--- config.mk ---
export PLATFORM = sky130hd
export DESIGN_NAME = substring_match_line_column_core
export DESIGN_NICKNAME = d
export VERILOG_FILES = /design/src/rtl/smlc_pkg.sv /design/src/rtl/substring_match_line_column_core.sv /design/src/rtl/smlc_front.sv /design/src/rtl/smlc_queue.sv /design/src/rtl/smlc_back.sv
export SDC_FILE = /design/constraint.sdc
export NUM_CORES = 2
export LEC_CHECK = 0
export BUFFER_PORTS_ARGS = -buffer_cell sky130_fd_sc_hd__buf_2
export CORE_MARGIN = 5
export CORE_UTILIZATION = 60
export DETAILED_ROUTE_END_ITERATION = 8
export GPL_TIMING_DRIVEN = 1
export HOLD_SLACK_MARGIN = 0.15
export PLACE_DENSITY = 0.77
export REMOVE_ABC_BUFFERS = 1
export SYNTH_ARGS = -nofsm -noshare
export SYNTH_HDL_FRONTEND = slang
export SYNTH_SLANG_ARGS = --single-unit
--- constraint.sdc ---
create_clock -name clk -period 43.8 [get_ports clk]
set_input_delay 8.76 -clock clk [delete_from_list [all_inputs] [get_ports clk]]
set_output_delay 8.76 -clock clk [all_outputs]
set_load 0.05 [all_outputs]
--- src/rtl/smlc_pkg.sv ---
// Shared types and constants for the substring match core.
// No dependencies; every other file uses this package.
`default_nettype none

package smlc_pkg;

    // Fixed field widths
    localparam int BYTE_W        = 8;
    localparam int FILE_W        = 8;
    localparam int COUNT_W       = 32;
    localparam int LENGTH_W      = 5;
    localparam int CFG_INDEX_W   = 2;
    localparam int CFG_DATA_W    = 64;
    localparam int PATTERN_BYTES = 16;

    // Depth of the queue between front and back
    localparam int QUEUE_DEPTH   = 4;
    localparam int QUEUE_PTR_W   = 2;
    localparam int QUEUE_CNT_W   = 3;

    localparam logic [BYTE_W-1:0]  NEWLINE_BYTE = 8'h0A;
    localparam logic [COUNT_W-1:0] COUNTER_MAX  = 32'hFFFF_FFFF;

    // Register indexes of the configuration port
    typedef enum logic [CFG_INDEX_W-1:0] {
        CFG_PATTERN_LENGTH = 2'd0,
        CFG_PATTERN_LOW    = 2'd1,
        CFG_PATTERN_HIGH   = 2'd2
    } cfg_index_t;

    // One text byte word
    typedef struct packed {
        logic [BYTE_W-1:0] data_byte;
        logic [FILE_W-1:0] file_number;
        logic              new_file;
    } item_t;

    // One occurrence word
    typedef struct packed {
        logic [FILE_W-1:0]  match_file;
        logic [COUNT_W-1:0] match_line;
        logic [COUNT_W-1:0] match_column;
    } result_t;

    // Queue status seen by front and back
    typedef struct packed {
        logic full;
        logic has_word;
    } queue_status_t;

endpackage

`default_nettype wire

--- src/rtl/substring_match_line_column_core.sv ---
// Substring match core: reports every occurrence of a configured pattern of
// 1 to 16 bytes in a byte stream, with the file number, 1-based line and
// 0-based column of its first byte. One text byte is taken every clock cycle
// while the result queue is not full; the window compare over all pattern
// positions is a single parallel stage, so throughput is set only by the
// four-word result queue and the output register, which a result passes
// through in that order. push is refused only while the result queue is full.
// Configuration writes are always ready and take effect on the next byte.
// Depends on smlc_pkg, smlc_front, smlc_queue and smlc_back.
`default_nettype none

module substring_match_line_column_core #(
    parameter int MAX_PATTERN = 16
) (
    input  wire logic                              clk,
    input  wire logic                              rst_n,
    input  wire logic                              cfg_valid,
    output logic                                   cfg_ready,
    input  wire logic [smlc_pkg::CFG_INDEX_W-1:0]  cfg_index,
    input  wire logic [smlc_pkg::CFG_DATA_W-1:0]   cfg_data,
    input  wire logic                              push,
    output logic                                   full,
    input  wire smlc_pkg::item_t                   item,
    input  wire logic                              pop,
    output logic                                   empty,
    output smlc_pkg::result_t                      result
);
    import smlc_pkg::*;

    logic          accept;
    logic          hit;
    result_t       hit_word;
    result_t       q_word;
    logic          q_take;
    queue_status_t q_status;

    assign cfg_ready = 1'b1;
    assign full      = q_status.full;
    assign accept    = push && !full;

    smlc_front #(
        .MAX_PATTERN (MAX_PATTERN)
    ) u_front (
        .clk       (clk),
        .rst_n     (rst_n),
        .cfg_write (cfg_valid && cfg_ready),
        .cfg_index (cfg_index),
        .cfg_data  (cfg_data),
        .accept    (accept),
        .item      (item),
        .hit       (hit),
        .hit_word  (hit_word)
    );

    smlc_queue u_queue (
        .clk       (clk),
        .rst_n     (rst_n),
        .put       (hit),
        .put_word  (hit_word),
        .take      (q_take),
        .head_word (q_word),
        .status    (q_status)
    );

    smlc_back u_back (
        .clk      (clk),
        .rst_n    (rst_n),
        .q_status (q_status),
        .q_word   (q_word),
        .q_take   (q_take),
        .pop      (pop),
        .empty    (empty),
        .result   (result)
    );

endmodule

`default_nettype wire

--- src/rtl/smlc_front.sv ---
// Front part: configuration registers, byte window, line/column counters
// and the parallel pattern compare. Depends on smlc_pkg.
`default_nettype none

module smlc_front #(
    parameter int MAX_PATTERN = 16
) (
    input  wire logic                              clk,
    input  wire logic                              rst_n,
    input  wire logic                              cfg_write,
    input  wire logic [smlc_pkg::CFG_INDEX_W-1:0]  cfg_index,
    input  wire logic [smlc_pkg::CFG_DATA_W-1:0]   cfg_data,
    input  wire logic                              accept,
    input  wire smlc_pkg::item_t                   item,
    output logic                                   hit,
    output smlc_pkg::result_t                      hit_word
);
    import smlc_pkg::*;

    localparam int LEN_W = $clog2(MAX_PATTERN + 1);
    localparam int IDX_W = (MAX_PATTERN > 1) ? $clog2(MAX_PATTERN) : 1;

    logic [LENGTH_W-1:0]   pat_len_reg;
    logic [CFG_DATA_W-1:0] pat_low_reg;
    logic [CFG_DATA_W-1:0] pat_high_reg;

    logic [BYTE_W-1:0]  byte_win_reg  [MAX_PATTERN];
    logic [COUNT_W-1:0] line_hist_reg [MAX_PATTERN];
    logic [COUNT_W-1:0] col_hist_reg  [MAX_PATTERN];
    logic [COUNT_W-1:0] cur_line_reg;
    logic [COUNT_W-1:0] cur_col_reg;
    logic [LEN_W-1:0]   fill_reg;

    logic [BYTE_W-1:0]  byte_win_next  [MAX_PATTERN];
    logic [COUNT_W-1:0] line_hist_next [MAX_PATTERN];
    logic [COUNT_W-1:0] col_hist_next  [MAX_PATTERN];
    logic [COUNT_W-1:0] cur_line_next;
    logic [COUNT_W-1:0] cur_col_next;
    logic [LEN_W-1:0]   fill_next;

    logic [COUNT_W-1:0] base_line;
    logic [COUNT_W-1:0] base_col;
    logic [LEN_W-1:0]   base_fill;
    logic [LEN_W-1:0]   used_len;
    logic [IDX_W-1:0]   last_idx;
    logic [BYTE_W-1:0]  pat_bytes [MAX_PATTERN];
    logic               all_equal;

    // Unpack pattern bytes; positions past the register pair read as zero
    logic [2*CFG_DATA_W-1:0] pat_all;
    assign pat_all = {pat_high_reg, pat_low_reg};

    for (genvar g = 0; g < MAX_PATTERN; g++) begin : g_pat
        if (g < PATTERN_BYTES) begin : g_live
            assign pat_bytes[g] = pat_all[BYTE_W*g +: BYTE_W];
        end else begin : g_zero
            assign pat_bytes[g] = '0;
        end
    end

    // Clamp the configured length into 1..MAX_PATTERN
    always_comb
    begin
        if (pat_len_reg == '0)
        begin
            used_len = LEN_W'(1);
        end
        else if (int'(pat_len_reg) > MAX_PATTERN)
        begin
            used_len = LEN_W'(MAX_PATTERN);
        end
        else
        begin
            used_len = LEN_W'(pat_len_reg);
        end
    end

    assign last_idx = IDX_W'(used_len - LEN_W'(1));

    // Start of file restarts the counters and empties the window
    assign base_line = item.new_file ? COUNT_W'(1) : cur_line_reg;
    assign base_col  = item.new_file ? '0 : cur_col_reg;
    assign base_fill = item.new_file ? '0 : fill_reg;

    // Shift the new byte in, tagged with its position
    always_comb
    begin
        byte_win_next[0]  = item.data_byte;
        line_hist_next[0] = base_line;
        col_hist_next[0]  = base_col;
        for (int k = 1; k < MAX_PATTERN; k++)
        begin
            byte_win_next[k]  = byte_win_reg[k-1];
            line_hist_next[k] = line_hist_reg[k-1];
            col_hist_next[k]  = col_hist_reg[k-1];
        end
    end

    assign fill_next = (base_fill < LEN_W'(MAX_PATTERN)) ? base_fill + LEN_W'(1) : base_fill;

    // Advance line and column; a newline closes its line
    always_comb
    begin
        if (item.data_byte == NEWLINE_BYTE)
        begin
            cur_line_next = (base_line == COUNTER_MAX) ? base_line : base_line + COUNT_W'(1);
            cur_col_next  = '0;
        end
        else
        begin
            cur_line_next = base_line;
            cur_col_next  = (base_col == COUNTER_MAX) ? base_col : base_col + COUNT_W'(1);
        end
    end

    // Compare every pattern position against the window in parallel
    always_comb
    begin
        logic [IDX_W-1:0] cmp_idx;
        all_equal = 1'b1;
        cmp_idx   = '0;
        for (int i = 0; i < MAX_PATTERN; i++)
        begin
            if (LEN_W'(i) < used_len)
            begin
                cmp_idx = IDX_W'(used_len - LEN_W'(1) - LEN_W'(i));
                if (byte_win_next[cmp_idx] != pat_bytes[i])
                begin
                    all_equal = 1'b0;
                end
            end
        end
    end

    assign hit                   = accept && (fill_next >= used_len) && all_equal;
    assign hit_word.match_file   = item.file_number;
    assign hit_word.match_line   = line_hist_next[last_idx];
    assign hit_word.match_column = col_hist_next[last_idx];

    // Configuration registers
    always_ff @(posedge clk or negedge rst_n)
    begin
        if (!rst_n)
        begin
            pat_len_reg  <= LENGTH_W'(1);
            pat_low_reg  <= '0;
            pat_high_reg <= '0;
        end
        else if (cfg_write)
        begin
            case (cfg_index)
                CFG_PATTERN_LENGTH: pat_len_reg  <= cfg_data[LENGTH_W-1:0];
                CFG_PATTERN_LOW:    pat_low_reg  <= cfg_data;
                CFG_PATTERN_HIGH:   pat_high_reg <= cfg_data;
                default:            ;
            endcase
        end
    end

    // Stream counters
    always_ff @(posedge clk or negedge rst_n)
    begin
        if (!rst_n)
        begin
            cur_line_reg <= COUNT_W'(1);
            cur_col_reg  <= '0;
            fill_reg     <= '0;
        end
        else if (accept)
        begin
            cur_line_reg <= cur_line_next;
            cur_col_reg  <= cur_col_next;
            fill_reg     <= fill_next;
        end
    end

    // Window contents; entries past the fill count are never looked at
    always_ff @(posedge clk)
    begin
        if (accept)
        begin
            byte_win_reg  <= byte_win_next;
            line_hist_reg <= line_hist_next;
            col_hist_reg  <= col_hist_next;
        end
    end

endmodule

`default_nettype wire

--- src/rtl/smlc_queue.sv ---
// Short first-in first-out queue of occurrence words between front and back.
// Depends on smlc_pkg.
`default_nettype none

module smlc_queue (
    input  wire logic                   clk,
    input  wire logic                   rst_n,
    input  wire logic                   put,
    input  wire smlc_pkg::result_t      put_word,
    input  wire logic                   take,
    output smlc_pkg::result_t           head_word,
    output smlc_pkg::queue_status_t     status
);
    import smlc_pkg::*;

    result_t                slot_reg [QUEUE_DEPTH];
    logic [QUEUE_PTR_W-1:0] wr_ptr_reg;
    logic [QUEUE_PTR_W-1:0] rd_ptr_reg;
    logic [QUEUE_CNT_W-1:0] count_reg;
    logic [QUEUE_CNT_W-1:0] count_next;
    logic                   do_put;
    logic                   do_take;

    assign status.full     = (count_reg == QUEUE_CNT_W'(QUEUE_DEPTH));
    assign status.has_word = (count_reg != '0);
    assign head_word       = slot_reg[rd_ptr_reg];

    assign do_put  = put && !status.full;
    assign do_take = take && status.has_word;

    always_comb
    begin
        count_next = count_reg;
        if (do_put && !do_take)
        begin
            count_next = count_reg + QUEUE_CNT_W'(1);
        end
        else if (do_take && !do_put)
        begin
            count_next = count_reg - QUEUE_CNT_W'(1);
        end
    end

    // Pointers and fill count
    always_ff @(posedge clk or negedge rst_n)
    begin
        if (!rst_n)
        begin
            wr_ptr_reg <= '0;
            rd_ptr_reg <= '0;
            count_reg  <= '0;
        end
        else
        begin
            if (do_put)
            begin
                wr_ptr_reg <= wr_ptr_reg + QUEUE_PTR_W'(1);
            end
            if (do_take)
            begin
                rd_ptr_reg <= rd_ptr_reg + QUEUE_PTR_W'(1);
            end
            count_reg <= count_next;
        end
    end

    // Store the incoming word
    always_ff @(posedge clk)
    begin
        if (do_put)
        begin
            slot_reg[wr_ptr_reg] <= put_word;
        end
    end

endmodule

`default_nettype wire

--- src/rtl/smlc_back.sv ---
// Back part: output register that presents the oldest occurrence word.
// Depends on smlc_pkg.
`default_nettype none

module smlc_back (
    input  wire logic                   clk,
    input  wire logic                   rst_n,
    input  wire smlc_pkg::queue_status_t q_status,
    input  wire smlc_pkg::result_t      q_word,
    output logic                        q_take,
    input  wire logic                   pop,
    output logic                        empty,
    output smlc_pkg::result_t           result
);
    import smlc_pkg::*;

    logic    out_valid_reg;
    logic    out_valid_next;
    result_t out_word_reg;

    // Refill whenever the register is free or being drained
    assign q_take = q_status.has_word && (!out_valid_reg || pop);

    always_comb
    begin
        out_valid_next = out_valid_reg;
        if (q_take)
        begin
            out_valid_next = 1'b1;
        end
        else if (pop)
        begin
            out_valid_next = 1'b0;
        end
    end

    always_ff @(posedge clk or negedge rst_n)
    begin
        if (!rst_n)
        begin
            out_valid_reg <= 1'b0;
        end
        else
        begin
            out_valid_reg <= out_valid_next;
        end
    end

    always_ff @(posedge clk)
    begin
        if (q_take)
        begin
            out_word_reg <= q_word;
        end
    end

    assign empty  = !out_valid_reg;
    assign result = out_word_reg;

endmodule

`default_nettype wire

==> impl_metrics.yaml <==
pwr:
  seqPwrFrac_pct: 43.4
  power_density_nw_per_um2: 69.6
  internal-power_mw: 3.65
  p_sw_mw: 1.85
  ir_drop_mv: 0.0422
  p_leak_nw: 27.5
  p_sw_share_pct: 33.7
  comb_power_share_pct: 31.7
  clockPowerShare_pct: 25.0
flow_run:
  drv_cap: 0
cts:
  clkSinkCount: 1650
  cts_inserted_buffers: 162
  cts_repair_resize_count: 0
  clk_pin_slew_ns: 0.07
  holdBufCountCts: 0
  clockRootBuffer: "clkbuf_16"
  clockBufferDepth: 3
  cts_tree: "done"
  clkLatencyLatePin_ns: 0.78
  htreeDepth: 4
  cts_setup_buffers: 0
grt:
  track_usage_pct: 26.5
  grt_pass1_wl_microns: 254000
  grt_pass1_vias: 40600
  antenna_found_initial: 6
  grt_max_degree: 214
  overflow: 0
synthesis:
  synth_top_cell_by_area: "edfxtp_1"
  synthCells: 4203
  synth_edf_count: 1440
  syn_area_per_cell_sq_um: 17.0
  ys_async_sr_fraction_pct: 12.7
  yosysTopAreaCellShare_pct: 60.6
  synthDistinctLibCells: 84
  ys_seq_area_share_pct: 68.0
  synthTopCellsByArea: "edfxtp_1 (61%), mux4_2 (14%), dfrtp_1 (7.3%)"
  ys_ff_latch: 1650
  ys_warn_count: 0
  syn_area_sq_um: 71300
  synth-main-ff-cell: "edfxtp_1"
setup_path:
  crit_arrival_ns: 13.52
  reg2reg_slack_ns: 33.93
  start_kind: "input pin"
  crit-reg2reg-capture: "u_queue.slot_reg[3][67]"
  cp-startpoint: "push"
  worst_setup_path_end_kind: "flop"
  endpoint: "u_front.col_hist_next[237]"
  rr_worst_depth: 20
  crit_required_ns: 44.17
  criticalPathCategory: "in -> reg"
  r2r-start: "u_front.pat_len_reg[3]"
  critPathMaxFanout: 99
route:
  dr.pass1.iters: 6
  routedWlPerCell_microns: 27.9
  drt-total-wl_microns: 167000
  wl_met2_microns: 81700
  routed_via_density: 6.74
  route.met3.wl_microns: 13400
  drt_iter0_markers: 5080
  drcViolationCount: 0
  dr.max_layer_used: "met4"
  final_antenna_net_count: 0
  wl_met1_microns: 65000
  num_vias: 40500
timing:
  finalCritPeriodShare_pct: 30.0
  final_hold_viol_count: 0
  rsz0062_at_grt: "no"
  clock_skew_ns: 0.0386
  maxSlewViolCount: 0
  setup-violations-final: 0
  slew_headroom_pct: 15.4
  period_minus_slack_ns: 13.15
  clock.fmax_ghz: 0.0760
  tns_ns: 0
  tightest_slew_ns: 1.25
die:
  core_sq_um: 118000
  io_pins: 163
  dieWidth_microns: 355
  die_h_microns: 355
  die_area_sq_um: 126000
  initial_utilization_pct: 60.4
  rows: 126
place:
  hpwl_microns: 100000
  placement.io_buffers: 161
  dp_cells: 5713
  gp_congestion: 0.941
status:
  status: "finished, final reports clean"
finish:
  final_cells: 6008
  nets: 4450
  layout-drive-gt1-share_pct: 24.4
  fillCellCount: 7560
  area_growth_pct: 10.6
hold_path:
  min_path_type: "reg -> reg"
  min_path_cells: 0
[kinds of logic after synthesis]
family	after synthesis	synth area share (%)
flops	1650	68.0
simple gates	998	6.93
mux	668	17.2
compound gates	441	4.09
buf+inv	279	1.57
xor+xnor	145	1.80
fa+ha+maj	21	0.379
other cells	1	0.00526
[worst max-delay path, cell delays in order]
cell	delay (ns)
buf_2	0.09
nand2b_1	0.05
buf_4	0.25
inv_8	0.55
buf_4	0.77
buf_4	0.89
buf_4	1.00
buf_4	0.95
[how the worst min path moves through the flow]
stage / startpoint / to / slack (ns)
after global routing: u_front.line_hist_next[262] / u_front.line_hist_next[230] / 0.44
after global placement: u_front.line_hist_next[347] / u_front.line_hist_next[315] / 0.42
after floorplan: u_front.col_hist_next[32] / u_front.col_hist_next[0] / 0.42
after CTS: u_front.line_hist_next[262] / u_front.line_hist_next[230] / 0.43
final: u_front.line_hist_next[464] / u_front.line_hist_next[432] / 0.43
after detailed placement: u_front.col_hist_next[185] / u_front.col_hist_next[153] / 0.43
[routing by layer]
| metal | GRT usage (%) | vias up |
|---|---|---|
| met3 | 4.75 | 384 |
| met5 | 0 | - |
| met1 | 36.5 | 20900 |
| li1 | - | 17100 |
| met4 | 10.5 | 0 |
| met2 | 42.9 | 2134 |
[power groups by stage]
stage,clock (mW),sequential [mW],combinational [mW]
2_1_floorplan,0,2.66,1.25
3_3_place_gp,0,2.37,1.70
3_5_place_dp,0,2.39,1.73
4_1_cts,1.40,2.38,1.74
5_1_grt,1.47,2.41,1.86
6_report,1.37,2.38,1.74
[per-stage QoR]
step	total power [mW]	worst slack [ns]	utilization [%]	hold WS (ns)	area, sq um
after floorplan	3.92	1.77	-	0.421	70300
after global placement	4.07	29.97	62.4	0.422	73700
after detailed placement	4.12	29.81	62.4	0.428	73700
after CTS	5.52	30.69	66.8	0.427	78900
after global routing	5.74	30.37	66.8	0.440	78900
final	5.50	30.65	66.9	0.430	78900
[synth_stat cells, types with 8 or more instances]
| master | n |
|---|---|
| edfxtp_1 | 1440 |
| mux4_2 | 434 |
| nand2_1 | 411 |
| dfrtp_1 | 208 |
| clkbuf_1 | 180 |
| mux2_2 | 145 |
| nand3_1 | 123 |
| o21ai_0 | 123 |
| and3_1 | 111 |
| xor2_1 | 92 |
| mux2i_1 | 88 |
| nor2b_1 | 76 |
| a31oi_1 | 74 |
| nor3_1 | 72 |
| a22oi_1 | 63 |
| nor2_1 | 60 |
| xnor2_1 | 51 |
| buf_1 | 48 |
| a21oi_1 | 44 |
| nor4_1 | 34 |
| nand4_1 | 24 |
| inv_1 | 22 |
| a211oi_1 | 21 |
| ha_1 | 20 |
| buf_2 | 17 |
| o31ai_1 | 17 |
| nand2b_1 | 16 |
| a22o_1 | 15 |
| a221oi_1 | 12 |
| or4_1 | 9 |
| nand4b_1 | 8 |
[area by class of cell]
class / instances / area, sq um / area share (%)
flip-flops and latches: 1650 / 48500 / 61.4
multi-input cells: 2274 / 21800 / 27.7
clock buffers: 204 / 4390 / 5.56
well taps: 1536 / 1920 / 2.43
repair buffers: 228 / 1350 / 1.71
clock inverters: 87 / 821 / 1.04
inverters: 25 / 119 / 0.151
diodes: 4 / 10.0 / 0.0127
[cell usage in the layout (no fill, tap or decap), drive strengths merged, types with 66 or more instances in the layout]
master,synthesis,routed
nand3,123,123
and3,111,111
mux2,146,146
nor2b,76,76
nand2,413,413
xor2,92,92
mux4,434,434
o21ai,127,127
clkbuf,180,204
dfrtp,208,208
nor3,73,73
mux2i,88,88
a31oi,74,74
buf,74,228
edfxtp,1440,1440
clkinv,1,66
No activity file was read; power rests on OpenSTA's default activity.
